**src/rtl/qnu_pkg.sv**
```systemverilog
// ----------------------------------------------------------------------------
// qnu_pkg: shared constants for the quaternion normalize unit
// Default widths and the lane count used by the top level; qnu_merge uses the lane count.
// ----------------------------------------------------------------------------
`default_nettype none

package qnu_pkg;

    localparam int IN_WIDTH_DEF      = 16;
    localparam int OUT_FRAC_BITS_DEF = 14;
    localparam int NUM_LANES         = 4;

endpackage

`default_nettype wire

```
**src/rtl/qnu_merge.sv**
```systemverilog
// ----------------------------------------------------------------------------
// qnu_merge: output stage
// Apply signs, force zero for a zero quaternion and hold the result register.
// ----------------------------------------------------------------------------
`default_nettype none

module qnu_merge #(
    parameter int OUT_FRAC_BITS = 14
) (
    input  wire logic                                                clk,
    input  wire logic                                                adv,
    input  wire logic [qnu_pkg::NUM_LANES-1:0][OUT_FRAC_BITS:0]      mag,
    input  wire logic [qnu_pkg::NUM_LANES-1:0]                       neg,
    input  wire logic                                                zero,
    output logic      [qnu_pkg::NUM_LANES-1:0][OUT_FRAC_BITS+1:0]    res,
    output logic                                                     res_zero
);

    import qnu_pkg::*;

    localparam int OW = OUT_FRAC_BITS + 2;

    logic [NUM_LANES-1:0][OW-1:0] res_reg;
    logic [NUM_LANES-1:0][OW-1:0] res_next;
    logic                         zero_reg;

    always_comb
    begin
        for (int i = 0; i < NUM_LANES; i++)
        begin
            if (zero)
                res_next[i] = '0;
            else if (neg[i])
                res_next[i] = -{1'b0, mag[i]};
            else
                res_next[i] = {1'b0, mag[i]};
        end
    end

    always_ff @(posedge clk)
    begin
        if (adv)
        begin
            res_reg  <= res_next;
            zero_reg <= zero;
        end
    end

    assign res      = res_reg;
    assign res_zero = zero_reg;

endmodule

`default_nettype wire

```
**config.mk**
```make
export PLATFORM = sky130hd
export DESIGN_NAME = qnu_merge
export DESIGN_NICKNAME = d
export VERILOG_FILES = /design/src/rtl/qnu_pkg.sv /design/src/rtl/qnu_merge.sv
export SDC_FILE = /design/constraint.sdc
export NUM_CORES = 1
export LEC_CHECK = 0
export ABC_AREA = 1
export BUFFER_PORTS_ARGS = -buffer_cell sky130_fd_sc_hd__buf_2
export CORE_MARGIN = 4
export CORE_UTILIZATION = 50
export CTS_CLUSTER_DIAMETER = 30
export CTS_CLUSTER_SIZE = 12
export DETAILED_ROUTE_END_ITERATION = 10
export PLACE_DENSITY = 0.8
export SYNTH_ARGS = -nofsm -noshare
export SYNTH_HDL_FRONTEND = slang
export SYNTH_SLANG_ARGS = --single-unit
```
**constraint.sdc**
```tcl
create_clock -name clk -period 1.2 [get_ports clk]
set_input_delay 0.06 -clock clk [delete_from_list [all_inputs] [get_ports clk]]
set_output_delay 0.06 -clock clk [all_outputs]
set_load 0.05 [all_outputs]
```
==> summary.md <==
| Metric | Value |
|---|---|
| Status | `completed` |
| Main area contributors after synthesis | `edfxtp_1, nor2_1, nand2_1, a21oi_1, inv_1` |
| Most frequent cells after synthesis | `nor2_1, nand2_1, edfxtp_1` |
| First-pass detailed-route iteration total | `6` |
| Bufs and invs on worst path | `1` |
| Max reg flops | `64` |
| Drt total wl | `9040 µm` |
| TritonCTS clock tree | `done` |
| Slew headroom | `0.773` |
| Leak | `2.21 nW` |
| First-pass GRT wire length | `14700 µm` |
| CTS resizes | `0` |
| HP Start | `mag[47]` |
| CP max-delay cell | `edfxtp_1` |
| Die Height | `95.6 µm` |
| Area growth syn-to-layout | `25.0%` |
| Most frequent cell after synthesis | `nor2_1` |
| CTS root buf | `clkbuf_8` |
| Antenna diode instance count | `0` |
| Crit-path max cell delay | `0.35 ns` |
| Die width | `95.6 µm` |
| Delay-heaviest family, CP | `flip-flops` |
| Vias in the first global route | `3445` |
| Average size of a mapped cell | `8.18 µm²` |
| Worst-path maximum fanout | `1` |
| Area of the core | `0.00737 mm²` |
| Kind of critical path | `flip-flop to output port` |
| Largest net degree at the start of global routing | `66` |
| Die area | `0.00913 mm²` |
| CP arrival | `0.95 ns` |
| Synth Instances | `469` |
| IO Port Bufs | `131` |
| Synth warnings | `0` |
| Pwr/cell area | `1240 mW/mm²` |
| H-tree depth | `3` |
| Final hold vios | `0` |
| Clk sinks | `65` |
| Final ANT Viol Nets | `0` |
| Slew Limit Fails | `0` |
| Initial antenna violation count | `0` |
| Cell variety after synth | `27` |
| Prevailing post-synth register cell | `edfxtp_1` |
| Nets | `680` |
| Synth area leader | `edfxtp_1` |
| Final-layout fill cell count | `628` |
| CP required | `1.14 ns` |
| Post-synthesis sequential area ratio | `0.509` |
| Final GP Congestion | `0.884` |
| Clk pin slew, worst setup/hold paths | `0.07 ns` |
| Min-Delay Path Class | `primary input to flip-flop` |
| # rows | `31` |
| Worst ir drop on vdd | `0.700 mV` |
| Period utilization | `0.841` |
| Synth Net Count | `540` |
| Hold Path Depth | `2` |
| Mapped Area | `0.00383 mm²` |
| DP HPWL | `6790 µm` |
| Final setup viols | `0` |
| Residual DRC | `0` |
| RSZ-0062 raised after global routing | `no` |
| Total track usage | `0.204` |
| Ports | `132` |
| Total design power | `0.00593 W` |
| Fmax | `991 MHz` |
| Worst hold endpoint | `res[50]` |
| FFs w/ async S/R, synth | `0` |
| Worst slew pin tran | `0.341 ns` |
| Share of cells above drive strength 1 | `0.298` |
| Post-CTS Hold Buffers | `0` |
| EDFF count, synth | `65` |
| Final Core Density | `0.651` |
| Post-CTS setup buffer count | `0` |
| Num CTS Buffers | `9` |
| Synth top area share | `0.509` |
| Setup tns final | `0 ns` |
| Final min period | `1.01 ns` |
| Max-cap viol count | `0` |
| Post-DR wirelength/cell | `12.7 µm` |
| CP Capture Type | `output port` |
| Vias | `3626` |
| Deepest clock path buffer count | `2` |
| Count of state elements after synthesis | `65` |
| Crit start category | `flip-flop` |
| Initial DRC Count | `203` |
| Vias/cell | `5.09` |
| Initial core utilization | `0.520` |
| GR Overflow Total | `0` |
| Crit path cell chain | `buf_2` |
==> worst max-delay path by stage <==
stage,depth (start not counted),endpoint,slack [ns],startpoint
floorplan,9,res[44],0.11,mag[30]
global placement,10,res[44],-0.04,mag[30]
detailed placement,10,res[44],-0.11,mag[31]
CTS,1,res[8],0.17,res[8]
global route,10,res[46],0.11,mag[30]
finish,1,res[39],0.19,res[39]
==> cells in the final DEF (no fill, tap or decap), drive strengths merged <==
cell / instances
clkbuf: 12
nand4: 1
edfxtp: 65
nand3b: 2
or2: 2
a21oi: 43
inv: 55
nor3: 13
nor2: 104
nand3: 39
and2: 2
o21a: 2
a31oi: 1
o21ai: 33
nor3b: 2
clkinv: 4
and3: 2
buf: 142
ha: 4
nand2: 86
==> area by class of cell <==
type | count | area [µm²] | area share
clock buffer | 12 | 135 | 0.0282
clock inverter | 4 | 20.0 | 0.00418
inverter | 55 | 206 | 0.0431
multi-input combinational | 336 | 1590 | 0.332
sequential | 65 | 1950 | 0.407
tap | 99 | 124 | 0.0258
timing repair buffer | 142 | 763 | 0.159
==> cells by family (layout without fill, tap and decap cells) <==
logic type / after synthesis / in the layout / synth area share
adder cells (fa/ha/maj): 4 / 4 / 0.0131
buffers and inverters: 68 / 213 / 0.0754
flip-flops: 65 / 65 / 0.509
AO/OA/AOI/OAI: 79 / 79 / 0.107
AND/OR/NAND/NOR: 253 / 253 / 0.296
==> routing by layer <==
layer,global-route usage,part of all wire,vias up
li1,-,-,1846
met1,0.233,0.39,1613
met2,0.356,0.49,151
met3,0.0560,0.10,16
met4,0.0889,0.017,0
met5,0,0,-
==> power by group <==
part           leakage [nW]  switching (W)  internal (W)  total (W)
Sequential            0.628      0.0000466       0.00273    0.00277
Combinational          1.50        0.00121      0.000400    0.00162
Clock                0.0839       0.000807      0.000738    0.00154
Total                  2.21        0.00207       0.00386    0.00593
==> through the flow <==
step                setup slack (ns)  instance area [µm²]  hold WS, ns  cells
finish                         0.191                 4790       0.0595    713
global route                   0.112                 4790       0.0462    713
CTS                            0.171                 4790       0.0379    713
detailed placement            -0.112                 4640        0.407    697
global placement             -0.0441                 4640        0.399    697
floorplan                      0.111                 3830        0.159    469
Note: power is estimated with default switching activity, not from simulation.
